$ cat config.mk
export PLATFORM = sky130hd
export DESIGN_NAME = topological_sort_engine
export DESIGN_NICKNAME = d
export VERILOG_FILES = /design/src/rtl/core/tse_pkg.sv /design/src/rtl/core/tse_ram.sv /design/src/rtl/core/topological_sort_engine.sv
export VERILOG_INCLUDE_DIRS = /design/src /design/src/rtl/core
export SDC_FILE = /design/constraint.sdc
export NUM_CORES = 2
export LEC_CHECK = 0
export BUFFER_PORTS_ARGS = -buffer_cell sky130_fd_sc_hd__buf_2
export CELL_PAD_IN_SITES_DETAIL_PLACEMENT = 1
export CELL_PAD_IN_SITES_GLOBAL_PLACEMENT = 1
export CORE_ASPECT_RATIO = 1.5
export CORE_MARGIN = 2
export CORE_UTILIZATION = 40
export DETAILED_ROUTE_END_ITERATION = 6
export PLACE_DENSITY_LB_ADDON = 0.12
export SLEW_MARGIN = 5
export SYNTH_ARGS = -nofsm -noshare
export SYNTH_HDL_FRONTEND = slang
export SYNTH_SLANG_ARGS = --single-unit
$ cat constraint.sdc
create_clock -name clk -period 8.2 [get_ports clk]
set_clock_uncertainty 0.05 [all_clocks]
set_input_delay 0.82 -clock clk [delete_from_list [all_inputs] [get_ports clk]]
set_output_delay 0.82 -clock clk [all_outputs]
set_load 0.05 [all_outputs]
$ cat src/rtl/core/topological_sort_engine_defines.svh
// ---------------------------------------------------------------------------
// Topological sort engine assertion macros
// Concurrent assertion wrappers, compiled out for synthesis.
// ---------------------------------------------------------------------------
`ifndef TOPOLOGICAL_SORT_ENGINE_DEFINES_SVH
`define TOPOLOGICAL_SORT_ENGINE_DEFINES_SVH

`ifndef SYNTHESIS
// prop is checked on every rising clk edge outside of reset
`define TSE_ASSERT(label, prop, msg) \
    label: assert property (@(posedge clk) disable iff (!rst_n) (prop)) else $error(msg);
// pre holds in one cycle, post holds in the next
`define TSE_ASSERT_NEXT(label, pre, post, msg) \
    label: assert property (@(posedge clk) disable iff (!rst_n) (pre) |=> (post)) \
        else $error(msg);
`else
`define TSE_ASSERT(label, prop, msg)
`define TSE_ASSERT_NEXT(label, pre, post, msg)
`endif

`endif

$ cat src/rtl/core/tse_pkg.sv
// ---------------------------------------------------------------------------
// Topological sort engine package
// Sizes, command and result types, status codes and the edge limit.
// ---------------------------------------------------------------------------
`timescale 1ns / 1ps

package tse_pkg;

    localparam int MAX_VERTICES = 32;
    localparam int VTX_W        = $clog2(MAX_VERTICES);
    localparam int CNT_W        = $clog2(MAX_VERTICES + 1);
    localparam int EDGE_W       = $clog2(MAX_VERTICES * (MAX_VERTICES - 1) / 2 + 1);
    localparam int FIELD_W      = 6;

    typedef enum logic [1:0] {
        MODE_EDGE  = 2'd0,
        MODE_SORT  = 2'd1,
        MODE_CLEAR = 2'd2,
        MODE_NOP   = 2'd3
    } mode_t;

    typedef enum logic [1:0] {
        ST_OK      = 2'd0,
        ST_BADV    = 2'd1,
        ST_TOOMANY = 2'd2,
        ST_CYCLE   = 2'd3
    } status_t;

    typedef struct packed {
        mode_t              mode;
        logic [FIELD_W-1:0] from_vertex;
        logic [FIELD_W-1:0] to_vertex;
    } cmd_t;

    typedef struct packed {
        logic [FIELD_W-1:0] vertex;
        status_t            status;
        logic               last;
    } result_t;

    // n(n-1)/2, zero for n = 0
    function automatic logic [EDGE_W-1:0] edge_limit(input logic [CNT_W-1:0] n);
        logic [2*CNT_W-1:0] prod;
        prod = (2*CNT_W)'(n) * (2*CNT_W)'(n - CNT_W'(1));
        return EDGE_W'(prod >> 1);
    endfunction

endpackage

$ cat src/rtl/core/tse_ram.sv
// ---------------------------------------------------------------------------
// Generic RAM
// One write port, one read port, read data registered.
// ---------------------------------------------------------------------------
`timescale 1ns / 1ps

module tse_ram #(
    parameter int WIDTH = 8,
    parameter int DEPTH = 32
) (
    input  logic                     clk,
    input  logic                     we,
    input  logic [$clog2(DEPTH)-1:0] waddr,
    input  logic [WIDTH-1:0]         wdata,
    input  logic [$clog2(DEPTH)-1:0] raddr,
    output logic [WIDTH-1:0]         rdata
);

    logic [WIDTH-1:0] mem_reg [DEPTH];
    logic [WIDTH-1:0] rdata_reg;

    always_ff @(posedge clk)
    begin
        if (we)
        begin
            mem_reg[waddr] <= wdata;
        end
        rdata_reg <= mem_reg[raddr];
    end

    assign rdata = rdata_reg;

endmodule

$ cat src/rtl/core/topological_sort_engine.sv
// ---------------------------------------------------------------------------
// Topological sort engine
// Loads directed edges into a bit adjacency matrix and runs Kahn's sort.
// ---------------------------------------------------------------------------
// Edge item: row read, then row write in S_EWR; errors show in the cycle after accept.
// Sort item, n vertices: clear in-degrees, count them row by row, queue the zero ones,
//   pop and release; then n results go out back to back, registered onto the bus. Bound
//   by the serial column scan through the in-degree RAM. Clear, config, ignored: stay idle.
// Reset (async, rst_n low) drops all matrix row valid bits, zeroes edge count and
//   queue pointers and sets node_count to 1; no clearing pass. Results cannot stall.
`timescale 1ns / 1ps
`include "topological_sort_engine_defines.svh"

module topological_sort_engine (
    input  logic                          clk,
    input  logic                          rst_n,
    input  logic                          start,
    output logic                          busy,
    input  tse_pkg::cmd_t                 cmd,
    input  logic                          cfg_valid,
    output logic                          cfg_ready,
    input  logic [tse_pkg::FIELD_W-1:0]   cfg_data,
    output logic                          result_valid,
    output tse_pkg::result_t              result
);

    import tse_pkg::*;

    typedef enum logic [14:0] {
        S_IDLE  = 15'b000000000000001,
        S_EWR   = 15'b000000000000010,
        S_DCLR  = 15'b000000000000100,
        S_DROW  = 15'b000000000001000,
        S_DLAT  = 15'b000000000010000,
        S_DSCAN = 15'b000000000100000,
        S_DINC  = 15'b000000001000000,
        S_QRD   = 15'b000000010000000,
        S_QCHK  = 15'b000000100000000,
        S_POP   = 15'b000001000000000,
        S_PLAT  = 15'b000010000000000,
        S_PSCAN = 15'b000100000000000,
        S_PDEC  = 15'b001000000000000,
        S_DONE  = 15'b010000000000000,
        S_OUT   = 15'b100000000000000
    } state_t;

    state_t                  state_reg, state_next;
    logic [FIELD_W-1:0]      node_count_reg;
    logic [MAX_VERTICES-1:0] row_valid_reg, row_valid_next;
    logic [EDGE_W-1:0]       edges_reg, edges_next;
    logic [VTX_W-1:0]        i_reg, i_next;
    logic [VTX_W-1:0]        j_reg, j_next;
    logic [CNT_W-1:0]        head_reg, head_next;
    logic [CNT_W-1:0]        tail_reg, tail_next;
    logic [MAX_VERTICES-1:0] row_reg, row_next;
    logic                    adj_rvalid_reg;
    logic [VTX_W-1:0]        edge_row_reg, edge_row_next;
    logic [VTX_W-1:0]        edge_col_reg, edge_col_next;
    logic [VTX_W-1:0]        queue_reg [MAX_VERTICES];
    result_t                 res_reg, res_next;
    logic                    res_valid_reg, res_valid_next;

    logic                    adj_we;
    logic [VTX_W-1:0]        adj_waddr, adj_raddr;
    logic [MAX_VERTICES-1:0] adj_wdata, adj_rdata;
    logic                    deg_we;
    logic [VTX_W-1:0]        deg_waddr, deg_raddr;
    logic [CNT_W-1:0]        deg_wdata, deg_rdata;
    logic                    q_we;

    logic [CNT_W-1:0]        n_act;
    logic                    j_last, i_last;
    logic                    from_ok, to_ok;
    logic [MAX_VERTICES-1:0] row_base, col_bit;
    logic [CNT_W-1:0]        deg_dec;
    logic                    deg_step, rel_step;

    tse_ram #(.WIDTH(MAX_VERTICES), .DEPTH(MAX_VERTICES)) u_adj_ram (
        .clk   (clk),
        .we    (adj_we),
        .waddr (adj_waddr),
        .wdata (adj_wdata),
        .raddr (adj_raddr),
        .rdata (adj_rdata)
    );

    tse_ram #(.WIDTH(CNT_W), .DEPTH(MAX_VERTICES)) u_deg_ram (
        .clk   (clk),
        .we    (deg_we),
        .waddr (deg_waddr),
        .wdata (deg_wdata),
        .raddr (deg_raddr),
        .rdata (deg_rdata)
    );

    assign busy         = (state_reg != S_IDLE);
    assign cfg_ready    = !busy;
    assign result       = res_reg;
    assign result_valid = res_valid_reg;

    always_comb
    begin
        if (int'(node_count_reg) > MAX_VERTICES)
        begin
            n_act = CNT_W'(MAX_VERTICES);
        end
        else
        begin
            n_act = CNT_W'(node_count_reg);
        end
    end

    assign j_last  = (j_reg == VTX_W'(n_act - CNT_W'(1)));
    assign i_last  = (i_reg == VTX_W'(n_act - CNT_W'(1)));
    assign from_ok = (cmd.from_vertex != '0) && (int'(cmd.from_vertex) <= int'(n_act));
    assign to_ok   = (cmd.to_vertex != '0) && (int'(cmd.to_vertex) <= int'(n_act));
    // invalid rows read as zero
    assign row_base = adj_rvalid_reg ? adj_rdata : '0;
    assign deg_dec  = deg_rdata - CNT_W'(1);

    always_comb
    begin
        col_bit               = '0;
        col_bit[edge_col_reg] = 1'b1;
    end

    always_comb
    begin
        state_next     = state_reg;
        row_valid_next = row_valid_reg;
        edges_next     = edges_reg;
        i_next         = i_reg;
        j_next         = j_reg;
        head_next      = head_reg;
        tail_next      = tail_reg;
        row_next       = row_reg;
        edge_row_next  = edge_row_reg;
        edge_col_next  = edge_col_reg;
        res_next       = res_reg;
        res_valid_next = 1'b0;
        adj_we         = 1'b0;
        adj_waddr      = edge_row_reg;
        adj_wdata      = row_base | col_bit;
        adj_raddr      = i_reg;
        deg_we         = 1'b0;
        deg_waddr      = j_reg;
        deg_wdata      = '0;
        deg_raddr      = j_reg;
        q_we           = 1'b0;
        deg_step       = 1'b0;
        rel_step       = 1'b0;

        unique case (state_reg)
            S_IDLE:
            begin
                if (start)
                begin
                    unique case (cmd.mode)
                        MODE_EDGE:
                        begin
                            // edge limit is checked before the endpoints
                            if (edges_reg >= edge_limit(n_act))
                            begin
                                res_next       = '{vertex: '0, status: ST_TOOMANY, last: 1'b1};
                                res_valid_next = 1'b1;
                            end
                            else if (!from_ok || !to_ok)
                            begin
                                res_next       = '{vertex: '0, status: ST_BADV, last: 1'b1};
                                res_valid_next = 1'b1;
                            end
                            else
                            begin
                                adj_raddr     = VTX_W'(cmd.from_vertex - FIELD_W'(1));
                                edge_row_next = VTX_W'(cmd.from_vertex - FIELD_W'(1));
                                edge_col_next = VTX_W'(cmd.to_vertex - FIELD_W'(1));
                                state_next    = S_EWR;
                            end
                        end
                        MODE_SORT:
                        begin
                            if (n_act != '0)
                            begin
                                j_next     = '0;
                                state_next = S_DCLR;
                            end
                        end
                        MODE_CLEAR:
                        begin
                            row_valid_next = '0;
                            edges_next     = '0;
                        end
                        default:
                        begin
                        end
                    endcase
                end
            end
            S_EWR:
            begin
                adj_we                       = 1'b1;
                row_valid_next[edge_row_reg] = 1'b1;
                edges_next                   = edges_reg + EDGE_W'(1);
                state_next                   = S_IDLE;
            end
            S_DCLR:
            begin
                deg_we = 1'b1;
                if (j_last)
                begin
                    i_next     = '0;
                    state_next = S_DROW;
                end
                else
                begin
                    j_next = j_reg + VTX_W'(1);
                end
            end
            S_DROW:
            begin
                state_next = S_DLAT;
            end
            S_DLAT:
            begin
                row_next   = row_base;
                j_next     = '0;
                state_next = S_DSCAN;
            end
            S_DSCAN:
            begin
                if (row_reg[j_reg])
                begin
                    state_next = S_DINC;
                end
                else
                begin
                    deg_step = 1'b1;
                end
            end
            S_DINC:
            begin
                deg_we    = 1'b1;
                deg_wdata = deg_rdata + CNT_W'(1);
                deg_step  = 1'b1;
            end
            S_QRD:
            begin
                state_next = S_QCHK;
            end
            S_QCHK:
            begin
                if (deg_rdata == '0)
                begin
                    q_we      = 1'b1;
                    tail_next = tail_reg + CNT_W'(1);
                end
                if (j_last)
                begin
                    state_next = S_POP;
                end
                else
                begin
                    j_next     = j_reg + VTX_W'(1);
                    state_next = S_QRD;
                end
            end
            S_POP:
            begin
                if (head_reg < tail_reg)
                begin
                    adj_raddr  = queue_reg[head_reg[VTX_W-1:0]];
                    head_next  = head_reg + CNT_W'(1);
                    state_next = S_PLAT;
                end
                else
                begin
                    state_next = S_DONE;
                end
            end
            S_PLAT:
            begin
                row_next   = row_base;
                j_next     = '0;
                state_next = S_PSCAN;
            end
            S_PSCAN:
            begin
                if (row_reg[j_reg])
                begin
                    state_next = S_PDEC;
                end
                else
                begin
                    rel_step = 1'b1;
                end
            end
            S_PDEC:
            begin
                deg_we    = 1'b1;
                deg_wdata = deg_dec;
                if ((deg_dec == '0) && !tail_reg[VTX_W])
                begin
                    q_we      = 1'b1;
                    tail_next = tail_reg + CNT_W'(1);
                end
                rel_step = 1'b1;
            end
            S_DONE:
            begin
                // queue holds the pop order; replay it only if every vertex came out
                if (tail_reg == n_act)
                begin
                    head_next  = '0;
                    state_next = S_OUT;
                end
                else
                begin
                    res_next       = '{vertex: '0, status: ST_CYCLE, last: 1'b1};
                    res_valid_next = 1'b1;
                    state_next     = S_IDLE;
                end
            end
            S_OUT:
            begin
                res_next.vertex = FIELD_W'(queue_reg[head_reg[VTX_W-1:0]]) + FIELD_W'(1);
                res_next.status = ST_OK;
                res_next.last   = (head_reg == n_act - CNT_W'(1));
                res_valid_next  = 1'b1;
                head_next       = head_reg + CNT_W'(1);
                if (head_reg == n_act - CNT_W'(1))
                begin
                    state_next = S_IDLE;
                end
            end
            default:
            begin
                state_next = S_IDLE;
            end
        endcase

        if (deg_step)
        begin
            if (j_last)
            begin
                if (i_last)
                begin
                    j_next     = '0;
                    head_next  = '0;
                    tail_next  = '0;
                    state_next = S_QRD;
                end
                else
                begin
                    i_next     = i_reg + VTX_W'(1);
                    state_next = S_DROW;
                end
            end
            else
            begin
                j_next     = j_reg + VTX_W'(1);
                state_next = S_DSCAN;
            end
        end

        if (rel_step)
        begin
            if (j_last)
            begin
                state_next = S_POP;
            end
            else
            begin
                j_next     = j_reg + VTX_W'(1);
                state_next = S_PSCAN;
            end
        end
    end

    always_ff @(posedge clk or negedge rst_n)
    begin
        if (!rst_n)
        begin
            state_reg      <= S_IDLE;
            node_count_reg <= FIELD_W'(1);
            row_valid_reg  <= '0;
            edges_reg      <= '0;
            head_reg       <= '0;
            tail_reg       <= '0;
            res_valid_reg  <= 1'b0;
        end
        else
        begin
            state_reg     <= state_next;
            row_valid_reg <= row_valid_next;
            edges_reg     <= edges_next;
            head_reg      <= head_next;
            tail_reg      <= tail_next;
            res_valid_reg <= res_valid_next;
            if (cfg_valid && cfg_ready)
            begin
                node_count_reg <= cfg_data;
            end
        end
    end

    always_ff @(posedge clk)
    begin
        i_reg          <= i_next;
        j_reg          <= j_next;
        row_reg        <= row_next;
        edge_row_reg   <= edge_row_next;
        edge_col_reg   <= edge_col_next;
        res_reg        <= res_next;
        adj_rvalid_reg <= row_valid_reg[adj_raddr];
        if (q_we)
        begin
            queue_reg[tail_reg[VTX_W-1:0]] <= j_reg;
        end
    end

    `TSE_ASSERT(a_ok_vertex, result_valid && (result.status == ST_OK) |-> (result.vertex != '0), "ordered result carries vertex zero")
    `TSE_ASSERT(a_err_single, result_valid && (result.status != ST_OK) |-> result.last && (result.vertex == '0), "error result not a lone final transfer")
    `TSE_ASSERT(a_quiet_release, (state_reg == S_PSCAN) |-> !result_valid, "result strobe during release pass")
    `TSE_ASSERT(a_head_tail, (state_reg == S_POP) |-> (head_reg <= tail_reg), "queue head passed tail")
    `TSE_ASSERT_NEXT(a_edge_count, state_reg == S_EWR, edges_reg == $past(edges_reg) + EDGE_W'(1), "edge write did not count")

endmodule

==> impl_results.md <==
- CTS tree: yes
- Critical Path Slowest Stage Cell: a221o_4
- Post-Route WL: 206 mm
- Critical Path Fanout Max: 27
- Setup crit start kind: flop
- Longest Clk Path Bufs: 3
- I/O pin cnt: 36
- DR WL/cell: approximately 30 µm
- Status: completed
- Pwr dens: roughly 310 nW/µm²
- Distinct cells, synth: 73
- Crit Path Category: flop to flop
- Placed cell areas: between 60000 and 70000 µm²
- Yosys reg bits: ~1600
- Primary FF master, synth: edfxtp_1
- Fillers: 15728
- Vias in the first global route: 41403
- First-pass GRT wire length: roughly 300 mm
- Rel. slew slack: 16.6%
- CTS sink cnt: approximately 1600
- Largest net degree at the start of global routing: 82
- Drt pass-1 iters: 6
- Post-synth EDFFs: ~1400
- GRT Resource Usage Total: 25.0%
- Share of layout cells above drive strength 1: 14.6%
- Yosys warning count: 0
- CP required: 8.83 ns
- Clock slew at reported path FFs: 0.06 ns
- Initial Utilization: about two fifths
- Root Buffer: clkbuf_16
- Slew @ Worst Pin: 1.25 ns
- Leakage Power: 25.9 nW
- CTS buffer count: 150
- Fin Setup TNS: 0 ns
- WHS: 0.260 ns
- Hpwl dp: 119 mm
- Row count: 180
- DRT iter0 DRCs: slightly above 3000
- Fin crit share: 94.0%
- Hold Crit Class: primary input to flop
- Area Overhead vs Synth: 14.5%
- Number of flip-flops in the largest register: 1024
- Mean post-synth cell area: roughly 14 µm²
- Chip height: 495 µm
- Die area: 164000 µm²
- Slew Viols, Final: 0
- Final setup violation count: 0
- Worst-Skew Late Latency: 0.81 ns
- I/O Buffers: 35
- Crit path capture type: flop
- Final GP Congestion: 0.805
- DRC: 0
- # nets final: 4647
- Worst EP arrival: 8.34 ns
- Maxcap violations: 0
- Antenna violations before repair: 6
- RSZ-0062 raised after global routing: false
- Worst vdd ir: between 0.2 and 0.25 mV
- Biggest cell delay along the critical path: 0.53 ns
- Die span in x: 331 µm
- Core region area: 160000 µm²
- Ys async rst share: 4.84%
- DR vias: 39881
- Fmax: 130 MHz
- Post-Place Setup Slack: 0.159 ns
- Fin worst setup slack: 0.490 ns
- Min cycle time layout: 7.71 ns
- CTS HTree Levels: 4
- Final-report hold violation count: 0
- Overflow after GRT: 0
- Number of nets with antenna violations after routing: 0
- Layout Utilization: 46.0%
- Cell area after synthesis: 64300 µm²
- Cell area after layout: about 74000 µm²
- Mapped Cells: about 4400
- Via density: 5.91
- Post-synthesis sequential area ratio: 71.1%
## what timing repair did
action	4_1_cts	5_1_grt
setup endpoints to repair	0	31
hold endpoints to repair	9	0
gates resized for setup	0	11
setup buffers	0	6
hold buffers	1	0
## worst paths after layout
check / from / to / slack (ns) / cells after the start
max in group asynchronous: rst_n / head_reg[0]$_DFF_PN0_ / 6.48 / 3
min reg2reg: row_valid_reg[16]$_DFFE_PN0P_ / row_valid_reg[16]$_DFFE_PN0P_ / 0.44 / 2
min in group asynchronous: rst_n / row_valid_reg[19]$_DFFE_PN0P_ / 0.35 / 2
min: cfg_data[3] / node_count_reg[3]$_DFFE_PN0P_ / 0.26 / 2
max: node_count_reg[5]$_DFFE_PN0P_ / u_adj_ram.rdata[27]$_DFF_P_ / 0.49 / 33
max reg2reg: node_count_reg[5]$_DFFE_PN0P_ / u_adj_ram.rdata[27]$_DFF_P_ / 0.49 / 33
## placed cells by master (no fill, tap or decap), types with 72 or more instances in the layout
cell type / synthesis / routed
ha_1: 74 / 74
mux4_2: 104 / 104
a21oi_1: 93 / 90
o21bai_1: 134 / 102
edfxtp_1: 1427 / 1427
and3_1: 301 / 301
buf_4: 7 / 146
a31oi_1: 106 / 105
a211oi_1: 304 / 304
dfrtp_1: 73 / 72
clkbuf_16: 0 / 158
nor2_1: 249 / 215
nand3_1: 170 / 163
nand2_1: 519 / 517
## cell usage after synthesis, types with 73 or more instances
master       n  area, µm²
nand3_1    170        851
dfrtp_1     73       1830
nand2_1    519       1950
a21oi_1     93        465
buf_2       93        465
clkbuf_1   180        676
ha_1        74        926
a211oi_1   304       2280
and3_1     301       1880
nor2_1     249        935
mux4_2     104       2340
a31oi_1    106        663
edfxtp_1  1427      42900
o21bai_1   134       1010
## layout make-up
cell class / instances / area (µm²) / share of cell area, %
sequential: 1551 / 45700 / 62.2
tap: 2093 / 2620 / 3.56
clock inverter: 72 / 815 / 1.11
multi-input combinational: 2517 / 17500 / 23.8
antenna: 1 / 2.50 / 0.00340
clock buffer: 206 / 4210 / 5.73
timing repair buffer: 239 / 2410 / 3.28
inverter: 71 / 267 / 0.362
## power breakdown
group,switching [W],internal (W),leakage [nW],total (W)
Clock,0.00308,0.00412,2.45,0.00719
Combinational,0.00399,0.00228,9.05,0.00627
Sequential,0.000199,0.00930,14.4,0.00949
## worst max-delay path, delay by kind of cell, from the launching register on
kind / cells / cell delay, ns
compound gates: 10 / 2.35
flops: 1 / 0.38
fa+ha+maj: 8 / 2.74
simple gates: 5 / 0.75
buf+inv: 9 / 1.13
xor+xnor: 1 / 0.17
## per-layer routing
| layer | global-route usage, % | up-vias | part of all wire, % |
|---|---|---|---|
| met4 | 9.21 | 2 | 3.7 |
| met2 | 46.3 | 985 | 53 |
| met3 | 2.79 | 344 | 4.0 |
| met1 | 30.0 | 21283 | 39 |
| li1 | - | 17267 | - |
| met5 | 0 | - | 0.015 |
## stage by stage
step	cells	power, W
floorplan	4442	0.0135
global placement	6463	0.0159
detailed placement	6463	0.0160
CTS	6742	0.0232
global route	6750	0.0240
finish	6750	0.0230
## cells by family (layout without fill, tap and decap cells)
group | count (synthesis) | in the layout | synth area share (%)
compound gates | 815 | 815 | 8.94
xor+xnor | 47 | 47 | 0.641
fa+ha+maj | 93 | 93 | 2.03
buf+inv | 374 | 588 | 2.48
flops | 1551 | 1551 | 71.1
mux | 122 | 122 | 3.95
other cells | 2 | 5 | 0.0117
simple gates | 1436 | 1436 | 10.8
(Power assumes the default switching activity.)
